### src/sv/tpc_pkg.sv
// package: constants, permutation table and table helpers for the canonical-form pipeline
package tpc_pkg;

  localparam int unsigned MAX_INPUTS = 4;
  localparam int unsigned TABLE_VARS = 4;
  localparam int unsigned N_LIM      = (MAX_INPUTS < TABLE_VARS) ? MAX_INPUTS : TABLE_VARS;
  localparam int unsigned TBL_W      = 16;
  localparam int unsigned NUM_W      = 3;
  localparam int unsigned NUM_PERMS  = 24;
  localparam int unsigned GRP        = 4;
  localparam int unsigned NUM_GRPS   = NUM_PERMS / GRP;

  typedef logic [TBL_W-1:0] tbl_t;
  typedef logic [NUM_W-1:0] num_t;

  // each entry packs p0..p3, p0 in bits 7:6
  localparam logic [7:0] PERM_TBL [NUM_PERMS] = '{
    8'h1B, 8'h1E, 8'h27, 8'h2D, 8'h36, 8'h39,
    8'h4B, 8'h4E, 8'h63, 8'h6C, 8'h72, 8'h78,
    8'h87, 8'h8D, 8'h93, 8'h9C, 8'hB1, 8'hB4,
    8'hC6, 8'hC9, 8'hD2, 8'hD8, 8'hE1, 8'hE4
  };

  function automatic num_t sat_num(num_t req);
    num_t lim;
    lim = num_t'(N_LIM);
    return (req > lim) ? lim : req;
  endfunction

  function automatic tbl_t row_mask(num_t nv);
    tbl_t m;
    m = '0;
    for (int r = 0; r < TBL_W; r++) begin
      if (r < (1 << nv)) m[r] = 1'b1;
    end
    return m;
  endfunction

  // true when the permutation leaves every variable at or above nv in place
  function automatic logic perm_fits(logic [7:0] pc, int unsigned nv);
    logic ok;
    ok = 1'b1;
    for (int i = 0; i < TABLE_VARS; i++) begin
      if (i >= nv && pc[7-2*i -: 2] != 2'(i)) ok = 1'b0;
    end
    return ok;
  endfunction

  // permuted table for a fixed variable count; a pure rewiring of bits
  function automatic tbl_t permute_tbl(tbl_t tbl, int unsigned nv, logic [7:0] pc);
    tbl_t res;
    int unsigned rows;
    int unsigned src;
    res  = '0;
    rows = 1 << nv;
    for (int unsigned idx = 0; idx < TBL_W; idx++) begin
      if (idx < rows) begin
        src = 0;
        for (int unsigned i = 0; i < TABLE_VARS; i++) begin
          if (i < nv) begin
            src = src | (((idx >> (nv - 1 - i)) & 1) << (nv - 1 - pc[7-2*i -: 2]));
          end
        end
        res[rows-1-idx] = tbl[rows-1-src];
      end
    end
    return res;
  endfunction

  function automatic tbl_t min2(tbl_t a, tbl_t b);
    return (b < a) ? b : a;
  endfunction

endpackage

### src/sv/tpc_cands.sv
// candidate stage: all permuted tables of one word, registered
module tpc_cands (
  input  logic                      clk,
  input  logic                      rst_n,
  input  logic                      en,
  input  logic                      vld_in,
  input  tpc_pkg::num_t             num_in,
  input  tpc_pkg::tbl_t             tbl_in,
  output logic                      vld_out,
  output tpc_pkg::tbl_t             cand_out [tpc_pkg::NUM_PERMS]
);
  import tpc_pkg::*;

  logic vld_r;
  tbl_t cand_r   [NUM_PERMS];
  tbl_t cand_nxt [NUM_PERMS];

  for (genvar k = 0; k < NUM_PERMS; k++) begin : g_perm
    tbl_t c2, c3, c4;
    assign c2 = perm_fits(PERM_TBL[k], 2) ? permute_tbl(tbl_in, 2, PERM_TBL[k]) : tbl_in;
    assign c3 = perm_fits(PERM_TBL[k], 3) ? permute_tbl(tbl_in, 3, PERM_TBL[k]) : tbl_in;
    assign c4 = perm_fits(PERM_TBL[k], 4) ? permute_tbl(tbl_in, 4, PERM_TBL[k]) : tbl_in;
    always_comb begin
      case (num_in)
        3'd2:    cand_nxt[k] = c2;
        3'd3:    cand_nxt[k] = c3;
        3'd4:    cand_nxt[k] = c4;
        default: cand_nxt[k] = tbl_in;
      endcase
    end
  end

  always_ff @(posedge clk) begin
    if (!rst_n) begin
      vld_r <= 1'b0;
    end else if (en) begin
      vld_r <= vld_in;
    end
  end

  always_ff @(posedge clk) begin
    if (en) begin
      cand_r <= cand_nxt;
    end
  end

  assign vld_out  = vld_r;
  assign cand_out = cand_r;
endmodule

### src/sv/tpc_min_grp.sv
// first minimum stage: each group of four candidates reduced to one, registered
module tpc_min_grp (
  input  logic                      clk,
  input  logic                      rst_n,
  input  logic                      en,
  input  logic                      vld_in,
  input  tpc_pkg::tbl_t             cand_in [tpc_pkg::NUM_PERMS],
  output logic                      vld_out,
  output tpc_pkg::tbl_t             grp_out [tpc_pkg::NUM_GRPS]
);
  import tpc_pkg::*;

  logic vld_r;
  tbl_t grp_r   [NUM_GRPS];
  tbl_t grp_nxt [NUM_GRPS];

  always_comb begin
    for (int g = 0; g < NUM_GRPS; g++) begin
      grp_nxt[g] = min2(min2(cand_in[GRP*g],   cand_in[GRP*g+1]),
                        min2(cand_in[GRP*g+2], cand_in[GRP*g+3]));
    end
  end

  always_ff @(posedge clk) begin
    if (!rst_n) begin
      vld_r <= 1'b0;
    end else if (en) begin
      vld_r <= vld_in;
    end
  end

  always_ff @(posedge clk) begin
    if (en) begin
      grp_r <= grp_nxt;
    end
  end

  assign vld_out = vld_r;
  assign grp_out = grp_r;
endmodule

### src/sv/truth_table_perm_canonical.sv
// top level: permutation-canonical form of a truth table of up to four inputs
// Pipeline of four register stages (input, candidate tables, group minimum,
// output): a word's result passes through them in that order and sits in the
// output register until it is taken, and a new word is taken every cycle
// while no finished result waits stalled. The throughput is
// set by the single shared stall: the whole pipeline holds while a finished
// result waits at the output register, and in_stall follows out_stall in that
// case. num_inputs above four saturates to four; table bits at and above 2^n
// are ignored and come out as zero.
module truth_table_perm_canonical (
  input  logic                 clk,
  input  logic                 rst_n,
  input  logic                 in_valid,
  output logic                 in_stall,
  input  tpc_pkg::num_t        in_num_inputs,
  input  tpc_pkg::tbl_t        in_truth_table,
  output logic                 out_valid,
  input  logic                 out_stall,
  output tpc_pkg::tbl_t        out_canonical_table
);
  import tpc_pkg::*;

  logic en;
  logic vld0_r;
  num_t num0_r;
  tbl_t tbl0_r;
  logic vld1;
  tbl_t cand1 [NUM_PERMS];
  logic vld2;
  tbl_t grp2 [NUM_GRPS];
  logic out_vld_r;
  tbl_t out_tbl_r;
  tbl_t out_tbl_nxt;
  num_t num_sat;

  assign en       = !(out_vld_r && out_stall);
  assign in_stall = !en;
  assign num_sat  = sat_num(in_num_inputs);

  // input register
  always_ff @(posedge clk) begin
    if (!rst_n) begin
      vld0_r <= 1'b0;
    end else if (en) begin
      vld0_r <= in_valid;
    end
  end

  always_ff @(posedge clk) begin
    if (en) begin
      num0_r <= num_sat;
      tbl0_r <= in_truth_table & row_mask(num_sat);
    end
  end

  tpc_cands u_cands (
    .clk      (clk),
    .rst_n    (rst_n),
    .en       (en),
    .vld_in   (vld0_r),
    .num_in   (num0_r),
    .tbl_in   (tbl0_r),
    .vld_out  (vld1),
    .cand_out (cand1)
  );

  tpc_min_grp u_min_grp (
    .clk     (clk),
    .rst_n   (rst_n),
    .en      (en),
    .vld_in  (vld1),
    .cand_in (cand1),
    .vld_out (vld2),
    .grp_out (grp2)
  );

  // final minimum over the group results
  always_comb begin
    out_tbl_nxt = grp2[0];
    for (int g = 1; g < NUM_GRPS; g++) begin
      out_tbl_nxt = min2(out_tbl_nxt, grp2[g]);
    end
  end

  always_ff @(posedge clk) begin
    if (!rst_n) begin
      out_vld_r <= 1'b0;
    end else if (en) begin
      out_vld_r <= vld2;
    end
  end

  always_ff @(posedge clk) begin
    if (en) begin
      out_tbl_r <= out_tbl_nxt;
    end
  end

  assign out_valid           = out_vld_r;
  assign out_canonical_table = out_tbl_r;
endmodule

### config.mk
export PLATFORM = sky130hd
export DESIGN_NAME = truth_table_perm_canonical
export DESIGN_NICKNAME = d
export VERILOG_FILES = /design/src/sv/tpc_pkg.sv /design/src/sv/tpc_cands.sv /design/src/sv/tpc_min_grp.sv /design/src/sv/truth_table_perm_canonical.sv
export SDC_FILE = /design/constraint.sdc
export NUM_CORES = 1
export LEC_CHECK = 0
export BUFFER_PORTS_ARGS = -buffer_cell sky130_fd_sc_hd__clkbuf_2
export CAP_MARGIN = 20
export CORE_ASPECT_RATIO = 1.25
export CORE_MARGIN = 8
export CORE_UTILIZATION = 60
export CTS_BUF_LIST = sky130_fd_sc_hd__clkbuf_16
export CTS_CLUSTER_SIZE = 14
export DETAILED_ROUTE_END_ITERATION = 6
export PLACE_DENSITY = 0.75
export REMOVE_ABC_BUFFERS = 1
export SLEW_MARGIN = 20
export SYNTH_ARGS = -nofsm -noshare
export SYNTH_HDL_FRONTEND = slang
export SYNTH_SLANG_ARGS = --single-unit
export TNS_END_PERCENT = 20
### constraint.sdc
create_clock -name clk -period 14.1 [get_ports clk]
set_clock_uncertainty 0.15 [all_clocks]
set_input_delay 0.705 -clock clk [delete_from_list [all_inputs] [get_ports clk]]
set_output_delay 0.705 -clock clk [all_outputs]
set_load 0.005 [all_outputs]
==> metrics.md, run 1 <==
| Metric | Value |
|---|---|
| Internal portion of total power | roughly 2600 uW |
| Antenna cells | 0 |
| Hold_buf cts | 0 |
| Vias/cell | 6.116 |
| Pwr Density | 215.4 nW/um2 |
| Total gr overflow | 0 |
| Setup crit start kind | register |
| Top_reg_cell synth | edfxtp_1 |
| Critical path required time | 14320 ps |
| Post-Syn Instances | between 1500 and 2000 |
| Critical path arrival | 12190 ps |
| Core footprint | 31790 um2 |
| Pre-CTS setup slack | 1610 ps |
| CTS Buf Count | 29 |
| Post-layout power | 4489 uW |
| Hold Path Class | input pin to register |
| DP HPWL | 39710 um |
| Row count | 73 |
| Final min period | 11980 ps |
| Top cells by area, synth | edfxtp_1 42%, ha_1 17%, mux2i_1 9.5% |
| Largest net degree at the start of global routing | 172 |
| Setup-failing EPs final | 0 |
| Pre-antenna DRT Iters | 6 |
| Post-synthesis average cell area | between 10 and 15 um2 |
| Initial Utilization | between 60% and 70% |
| Drt first-iter violations | around 1100 |
| Worst setup margin | between 2000 and 2500 ps |
| Most used cell, CP | a21o_1 |
| Fin. max-slew vios | 0 |
| Sw frac | between 40% and 50% |
| DIE AREA | around 38000 um2 |
| Layout overhead on the synthesized area | 8.010% |
| Least-Margin Pin Slew | approximately 1100 ps |
| Leakage | 0.01039 uW |
| GP Congestion | 0.9319 |
| CTS sink cnt | approximately 270 |
| Slew margin rel. | 25.49% |
| Fin crit share | 84.94% |
| Post-CTS Repair Setup Buffers | 0 |
| Root Buffer Master | clkbuf_16 |
| Clk slew on worst S/H paths | 60 ps |
| Routed WL | between 50000 and 60000 um |
| Post-DP Area | between 15000 and 20000 um2 |
| Number of global-route vias before repair | 14214 |
| Nets@finish | 2150 |
| Sw Pwr | 1917 uW |
| CP Capture Type | register |
| Fin. Hold Viols | 0 |
| Vias post-DR | 14054 |
| Most instantiated library cell after synthesis | edfxtp_1 |
| Worst path max stage delay | ~700 ps |
| Fin Hold WS | 161.9 ps |
| DRC viols | 0 |
| EDFF count, synth | 267 |
| Clock share of power | 17.7% |
| Final setup TNS | 0 ps |
| Max clock buf depth | 3 |
| Status | finished, final reports clean |
| CTS H-tree lvls | 1 |
| Share of cells above drive strength 1 | 8.218% |
| Antenna-violating nets left | 0 |
| Gate power share | 54.4% |
| Die Ht | 216.5 um |
| Antenna violations before repair | 0 |
| Final Cell Area | 20840 um2 |
| Overall routing resource usage | 26.07% |
| Largest area contributor in the netlist | edfxtp_1 |
| I/O pin count | 41 |
| Flop pwr share | 27.8% |
| Post-synth ARST share | 0% |
| Sequential fraction of the synthesis area | roughly two fifths |
| Most frequent cells after synthesis | 267 x edfxtp_1, 263 x ha_1, 227 x inv_1 |
| Total of max-cap violations | 0 |
| Fmax | 0.08350 GHz |
| First-pass GRT wire length | just under 80000 um |
| CP max-delay cell | a211oi_1 |
| CTS tree | yes |
| RSZ-0062 raised after global routing | false |
| Skew-Pair Late Insertion Delay | 570 ps |
| Fraction of synthesized cell area taken by the top area cell type | 41.56% |
| Die X-Extent | 176.4 um |
| Worst vdd ir | 367.2 uV |
| CTS resizes | 0 |
| Crit path max fanout | 34 |
| Yosys reg bits | 271 |
| CP Class | register to register |
| Synthesized area | 19290 um2 |
| Wire per inst | 21.85 um |
| Synth unique cells | between 70 and 80 |
| Port bufs | 40 |
| YS warnings | 0 |
-- worst max-delay path, delay by kind of cell, from the launching register on --
kind                     cells  cell delay (ps)
flip-flops                   1              400
adder cells (fa/ha/maj)      5             1490
AO/OA/AOI/OAI               26             5610
AND/OR/NAND/NOR             13             3160
multiplexers                 2              580
buffers and inverters        3              370
-- placed cells by master (no fill, tap or decap), types with 29 or more instances in the layout --
cell,n
a21o_1,78
a21oi_1,122
and2_1,29
clkbuf_16,29
clkbuf_2,40
edfxtp_1,267
ha_1,263
inv_1,232
mux2i_1,183
nand2_1,152
nor2_1,97
o21a_1,41
o21ai_0,53
-- layer usage --
metal / GRT usage, % / routed length (um)
met4: 12.07 / 2278
met3: 2.453 / 2548
met5: 0 / 0
met2: 47.52 / 25690
met1: 30.28 / 19700
-- logic make-up (layout without fill, tap and decap cells) --
| kind of cell | Yosys count | count (layout) | share of synthesized area (%) |
|---|---|---|---|
| and+or+nand+nor | 402 | 402 | 9.877 |
| AOI/OAI and AO/OA | 393 | 393 | 13.27 |
| buffers and inverters | 305 | 339 | 6.284 |
| DFF | 271 | 271 | 41.97 |
| adders and majority gates | 266 | 266 | 17.21 |
| muxes | 215 | 215 | 11.38 |
-- registers in the layout, summed over array words and instances (netlist names) --
| register | flops |
|---|---|
| tbl0_r | 16 |
| u_min_grp.vld_out | 1 |
| u_min_grp.grp_out | 96 |
| u_cands.cand_out | 136 |
| vld0_r | 1 |
| num0_r | 3 |
| out_valid | 1 |
| u_cands.vld_out | 1 |
| out_canonical_table | 16 |
-- final cells by class --
| class | count | area [um2] |
|---|---|---|
| Fill cell | 2477 | 10950 |
| Multi-Input combinational cell | 1276 | 10030 |
| Sequential cell | 271 | 8098 |
| Inverter | 227 | 852.1 |
| Clock buffer | 29 | 725.7 |
| Tap cell | 412 | 515.5 |
| Timing Repair Buffer | 59 | 362.8 |
| Clock inverter | 24 | 257.7 |
-- worst paths after layout --
kind	start	end	cells after the start	slack [ps]
max	u_min_grp.grp_out[78]$_DFFE_PN_	out_canonical_table[15]$_DFFE_PN_	49	2120
min	in_truth_table[0]	tbl0_r[0]$_DFFE_PN_	1	160
max reg2reg	u_min_grp.grp_out[78]$_DFFE_PN_	out_canonical_table[15]$_DFFE_PN_	49	2120
min reg2reg	tbl0_r[0]$_DFFE_PN_	u_cands.cand_out[160]$_DFFE_PN_	0	270
-- power groups by stage --
stage | Sequential [uW] | Clock [uW] | Combinational, uW
finish | 1250 | 795 | 2440
floorplan | 1200 | 0 | 1740
global placement | 1260 | 0 | 2340
global route | 1270 | 831 | 2700
CTS | 1250 | 803 | 2430
detailed placement | 1270 | 0 | 2410
-- per-stage QoR --
stage / utilization (%) / std cells
after floorplan: - / 1774
after global placement: 62.38 / 2244
after detailed placement: 62.40 / 2244
after CTS: 65.49 / 2297
after global routing: 65.56 / 2298
final: 65.56 / 2298
(Power assumes the default switching activity.)
==> inputs of run 2 (changes only) <==
- ABC_AREA: unset -> 1
- CORE_UTILIZATION: 60 -> 58
- PLACE_DENSITY: 0.75 -> 0.76
- clock period: 14.1 -> 9.95 ns (I/O delays scaled with it)
==> metrics.md, run 2 <==
| Metric | Value |
|---|---|
| Status | complete, but fails checks |
| Failing checks | DRC |
| RSZ-0062 raised after global routing | false |
| Pre-antenna DRT Iters | 7 (+1) |
| Hold path startpoint | in_valid |
| GP Congestion | 0.9479 (+1.7%) |
| Root Buffer Master | clkbuf_16 |
| Hold Path Class | input pin to register |
| Final setup TNS | 0 ps (unchanged) |
| Row count | 73 (unchanged) |
| Fmax | 0.1111 GHz (+33%) |
| Critical path required time | 10100 ps (-4220 ps) |
| Final Cell Area | 19810 um2 (-5.0%) |
| Crit path max fanout | 31 (-8.8%) |
| Antenna violations before repair | 1 (+1) |
| Antenna-violating nets left | 0 (unchanged) |
| Fraction of synthesized cell area taken by the top area cell type | 43.45% (+1.9 points) |
| DRC viols | 3 (+3) |
| Setup-failing EPs final | 0 (unchanged) |
| Core footprint | 31600 um2 (-0.57%) |
| Fin. max-slew vios | 0 (unchanged) |
| Post-CTS Repair Setup Buffers | 0 (unchanged) |
| CTS tree | yes |
| YS warnings | 0 (unchanged) |
| Post-Syn Instances | 2131 (+15%) |
| Critical path arrival | 9150 ps (-3040 ps) |
| Least-Margin Pin Slew | 1052 ps (-65.65 ps) |
| Final min period | 9002 ps (-2974 ps) |
| CP Capture Type | register |
| Synth unique cells | 37 (-48%) |
| Hold depth | 3 (+2) |
| Number of flip-flops in the largest register | 136 (unchanged) |
| Pre-CTS setup slack | 796.4 ps (-813.6 ps) |
| Yosys reg bits | 271 (unchanged) |
| Max clock buf depth | 3 (unchanged) |
| Initial Utilization | 58.39% (-2.3 points) |
| Setup crit start kind | register |
| R2r worst-path depth | 37 (-24%) |
| Vias/cell | 5.759 (-5.8%) |
| Drt first-iter violations | 1170 (+8.6%) |
| I/O pin count | 41 (unchanged) |
| Worst path max stage delay | 490 ps (-210 ps) |
| Overall routing resource usage | 25.64% (-0.43 points) |
| CTS sink cnt | 271 (unchanged) |
| Largest net degree at the start of global routing | 88 (-49%) |
| Top cells by area, synth | edfxtp_1 43%, ha_1 18%, nand2_1 12% |
| Post-synthesis average cell area | 8.659 um2 (-17%) |
| Top_reg_cell synth | edfxtp_1 |
| Layout Utilization | 62.67% (-2.9 points) |
| Sequential fraction of the synthesis area | 43.89% (+1.9 points) |
| DIE AREA | 37810 um2 (-0.97%) |
| Synthesized area | 18450 um2 (-4.4%) |
| Die X-Extent | 175.5 um (-0.48%) |
| DP HPWL | 39630 um (-0.21%) |
| Clk slew on worst S/H paths | 60 ps (about the same) |
| Post-synth ARST share | 0% (unchanged) |
| EDFF count, synth | 267 (unchanged) |
| Share of cells above drive strength 1 | 5.483% (-2.7 points) |
| Nets@finish | 2421 (+13%) |
| Die Ht | 215.4 um (-0.49%) |
| Reg2Reg Setup Slack | 950 ps (-1180 ps) |
| Vias post-DR | 14765 (+5.1%) |
| Port bufs | 40 (unchanged) |
| Skew-Pair Late Insertion Delay | 550 ps (-20 ps) |
| Slew margin rel. | 29.71% (+4.2 points) |
| Most frequent cells after synthesis | 576 x nand2_1, 297 x o21ai_0, 267 x edfxtp_1 |
| Total of max-cap violations | 0 (unchanged) |
| Most common cell after layout, fill and taps aside | nand2_1 |
| FF-to-FF End | out_canonical_table[15]$_DFFE_PN_ |
| CP max-delay cell | nor3_1 |
| First-pass GRT wire length | 75760 um (-2.0%) |
| Most instantiated library cell after synthesis | nand2_1 |
| Post-DP Area | 19020 um2 (-4.1%) |
| Number of global-route vias before repair | 14261 (+0.33%) |
| Total gr overflow | 0 (unchanged) |
| Layout overhead on the synthesized area | 7.337% |
| Routed WL | 49110 um (-2.2%) |
| Fin crit share | 90.47% (+5.5 points) |
| Wire per inst | 19.16 um (-12%) |
| Critical R2R Launch | u_min_grp.grp_out[79]$_DFFE_PN_ |
| Highest-count cells in the layout ignoring fill and taps | 575 x nand2_1, 297 x o21ai_0, 267 x edfxtp_1 |
| Hold Path Sink | vld0_r$_SDFFE_PN0N_ |
| Largest area contributor in the netlist | edfxtp_1 |
| Antenna cells | 0 (unchanged) |
| CP Class | register to register |
| Fin. Hold Viols | 0 (unchanged) |
| CTS Buf Count | 26 (-10%) |
| Worst setup margin | 948.1 ps (-1176 ps) |
| CTS H-tree lvls | 1 (unchanged) |
## run 2: changes by cell type in the layout (fill, tap and decap cells not counted), sizes merged, moves of 28 or more
cell    change
mux2i     -183
a21o       -66
o21ai     +224
and2       -30
nand2b     -28
mux2       -32
nand3      +33
nand2     +434
o21a       -28
## run 2: final cells by class
class | instances | area [um2]
multi-input cells | 1540 | 9186
clock inverters | 18 | 95.09
repair buffers | 58 | 341.6
fillers | 2717 | 11800
inverters | 238 | 893.4
clock buffers | 27 | 675.6
well taps | 412 | 515.5
flip-flops and latches | 271 | 8098
## run 2: repair_timing
action / 4_1_cts / 5_1_grt
resized for setup: 0 / 1
hold buffers: 1 / 0
endpoints found under the setup margin: 0 / 16
endpoints found under the hold margin: 1 / 0
## run 2: layer usage
metal | share of wire [%] | GRT usage, % | routed length, um
met4 | 5.6 | 13.93 | 2768
met2 | 48 | 44.18 | 23650
met1 | 41 | 30.95 | 20050
met3 | 5.4 | 2.882 | 2646
met5 | 0 | 0 | 0
## run 2: cells by family (layout without fill, tap and decap cells)
group	Yosys count	in the layout	synth area share, %
AND/OR/NAND/NOR	773	773	16.76
buffers and inverters	320	341	6.659
adder cells (fa/ha/maj)	263	263	17.83
flip-flops	271	271	43.89
AO/OA/AOI/OAI	504	504	14.86
## run 2: through the flow
stage / hold slack [ps] / cells
finish: 29.95 / 2564
global route: 33.16 / 2564
CTS: 14.93 / 2564
detailed placement: 257.2 / 2518
global placement: 254.9 / 2518
floorplan: 250.3 / 2049
## run 2: worst max path at each step
stage	from	end	slack [ps]
detailed placement	u_min_grp.grp_out[79]$_DFFE_PN_	out_canonical_table[15]$_DFFE_PN_	800
finish	u_min_grp.grp_out[79]$_DFFE_PN_	out_canonical_table[15]$_DFFE_PN_	950
floorplan	out_stall	out_valid$_SDFFE_PN0N_	2180
global placement	u_min_grp.grp_out[79]$_DFFE_PN_	out_canonical_table[15]$_DFFE_PN_	1070
CTS	u_min_grp.grp_out[79]$_DFFE_PN_	out_canonical_table[8]$_DFFE_PN_	780
global route	u_min_grp.grp_out[79]$_DFFE_PN_	out_canonical_table[4]$_DFFE_PN_	140
## run 2: worst max-delay path, delay by kind of cell, from the launching register on
family,cells,cell delay [ps]
and+or+nand+nor,17,3220
DFF,1,420
adders and majority gates,5,1570
buffers and inverters,2,400
AOI/OAI and AO/OA,13,2970
Power of run 2 is left out: the tool's default activity adds up to more than one toggle a clock period on the data nets, which glitch-free logic cannot reach.
==> inputs of run 3 (changes only) <==
- RECOVER_POWER: unset -> 25
==> metrics.md, run 3 (synthesized netlist as in run 2, its figures left out) <==
| Metric | Value |
|---|---|
| Status | complete, but fails checks |
| Failing checks | capacitance limit, slew limit |
| Fin. Hold Viols | 0 (unchanged) |
| RSZ-0062 raised after global routing | false |
| Wire per inst | 19.15 um (about the same) |
| CP Class | register to register |
| Critical path arrival | 9140 ps (about the same) |
| Layout overhead on the synthesized area | 7.127% |
| Clk slew on worst S/H paths | 60 ps (about the same) |
| Vias/cell | 5.767 (+0.15%) |
| CTS sink cnt | 271 (unchanged) |
| Port bufs | 40 (unchanged) |
| Drt first-iter violations | 1126 (-3.8%) |
| Nets@finish | 2421 (unchanged) |
| Largest net degree at the start of global routing | 88 (unchanged) |
| Least-Margin Pin Slew | 4265 ps (+3213 ps) |
| Root Buffer Master | clkbuf_16 |
| Fin crit share | 90.37% (-0.099 points) |
| Critical path required time | 10100 ps (about the same) |
| Fin. max-slew vios | 169 (+169) |
| GP Congestion | 0.9479 (unchanged) |
| Antenna violations before repair | 1 (unchanged) |
| Vias post-DR | 14787 (+0.15%) |
| Setup crit start kind | register |
| Skew-Pair Late Insertion Delay | 550 ps (about the same) |
| Highest-count cells in the layout ignoring fill and taps | 576 x nand2_1, 297 x o21ai_0, 267 x edfxtp_1 |
| Worst Path Buf+Inv | 2 (unchanged) |
| Share of cells above drive strength 1 | 4.647% (-0.84 points) |
| Crit-path leading delay family | simple AND/OR/NAND/NOR gates |
| Total gr overflow | 0 (unchanged) |
| Worst path max stage delay | 480 ps (about the same) |
| CTS tree | yes |
| Multi-input logic area | 9179 um2 (about the same) |
| Antenna-violating nets left | 0 (unchanged) |
| Layout fillers | 2735 (+0.66%) |
| Crit path max fanout | 31 (unchanged) |
| DP HPWL | 39630 um (unchanged) |
| Slew margin rel. | -184.3% (-210 points) |
| Final min period | 8992 ps (-9.819 ps) |
| CP max-delay cell | nor3_1 |
| Die Ht | 215.4 um (unchanged) |
| CTS H-tree lvls | 1 (unchanged) |
| Antenna cells | 0 (unchanged) |
| First-pass GRT wire length | 75760 um (unchanged) |
| Number of global-route vias before repair | 14261 (unchanged) |
| DRC viols | 0 (-3) |
| Fmax | 0.1112 GHz (+0.11%) |
| CTS Buf Count | 26 (unchanged) |
| Routed WL | 49090 um (about the same) |
| Fin Hold WS | 29.54 ps (-0.4101 ps) |
| Pre-antenna DRT Iters | 7 (unchanged) |
| Max clock buf depth | 3 (unchanged) |
| Most common cell after layout, fill and taps aside | nand2_1 |
| Post-CTS Repair Setup Buffers | 0 (unchanged) |
| I/O pin count | 41 (unchanged) |
| Register area | 8098 um2 (unchanged) |
| Core footprint | 31600 um2 (unchanged) |
| Initial Utilization | 58.39% (unchanged) |
| Hold Path Class | input pin to register |
| Total of max-cap violations | 2 (+2) |
| Overall routing resource usage | 25.64% (unchanged) |
| Die X-Extent | 175.5 um (unchanged) |
| Number of flip-flops in the largest register | 136 (unchanged) |
| Setup-failing EPs final | 0 (unchanged) |
| CP Capture Type | register |
| Row count | 73 (unchanged) |
| DIE AREA | 37810 um2 (unchanged) |
| Final setup TNS | 0 ps (unchanged) |
==> run 3: worst paths after layout <==
check                                                         end  cells after the start                            start  slack [ps]
worst max-delay path            out_canonical_table[15]$_DFFE_PN_                     37  u_min_grp.grp_out[79]$_DFFE_PN_         960
worst min-delay path                          vld0_r$_SDFFE_PN0N_                      3                         in_valid          30
worst max register to register  out_canonical_table[15]$_DFFE_PN_                     37  u_min_grp.grp_out[79]$_DFFE_PN_         960
worst min register to register    u_cands.cand_out[160]$_DFFE_PN_                      0              tbl0_r[0]$_DFFE_PN_         270
==> run 3: per-stage QoR <==
step | cells | setup WS [ps] | util, % | cell area (um2)
floorplan | 2049 | 2181 | - | 18120
detailed placement | 2518 | 796.4 | 60.17 | 19020
CTS | 2564 | 781.7 | 62.64 | 19800
finish | 2564 | 958.0 | 62.55 | 19770
global placement | 2518 | 1075 | 60.17 | 19020
global route | 2564 | 137.4 | 62.55 | 19770
==> run 3: cell type report <==
type / instances / area share [%]
Clock buffer: 27 / 3.418
Clock inverter: 18 / 0.4811
Inverter: 238 / 4.520
Multi-Input combinational cell: 1540 / 46.44
Sequential cell: 271 / 40.97
Tap cell: 412 / 2.608
Timing Repair Buffer: 58 / 1.570
==> run 3: worst register-to-register path: cells and delay by family, from the launching register on <==
family                   cells  cell delay, ps
AO/OA/AOI/OAI               13            2980
AND/OR/NAND/NOR             17            3230
flip-flops                   1             420
buffers and inverters        2             400
adder cells (fa/ha/maj)      5            1570
==> run 3: metal layers <==
| layer | vias to the layer above | part of all wire [%] | GRT usage [%] |
|---|---|---|---|
| met5 | - | 0 | 0 |
| met4 | 0 | 5.6 | 13.93 |
| met3 | 135 | 5.7 | 2.882 |
| met2 | 507 | 48 | 44.18 |
| met1 | 6795 | 40 | 30.95 |
| li1 | 7350 | - | - |
==> run 3: repair_timing <==
action	4_1_cts	5_1_grt
gates resized for setup	0	1
hold endpoints to repair	1	0
setup endpoints to repair	0	16
hold buffers	1	0
Power of run 3 is left out for the same reason.
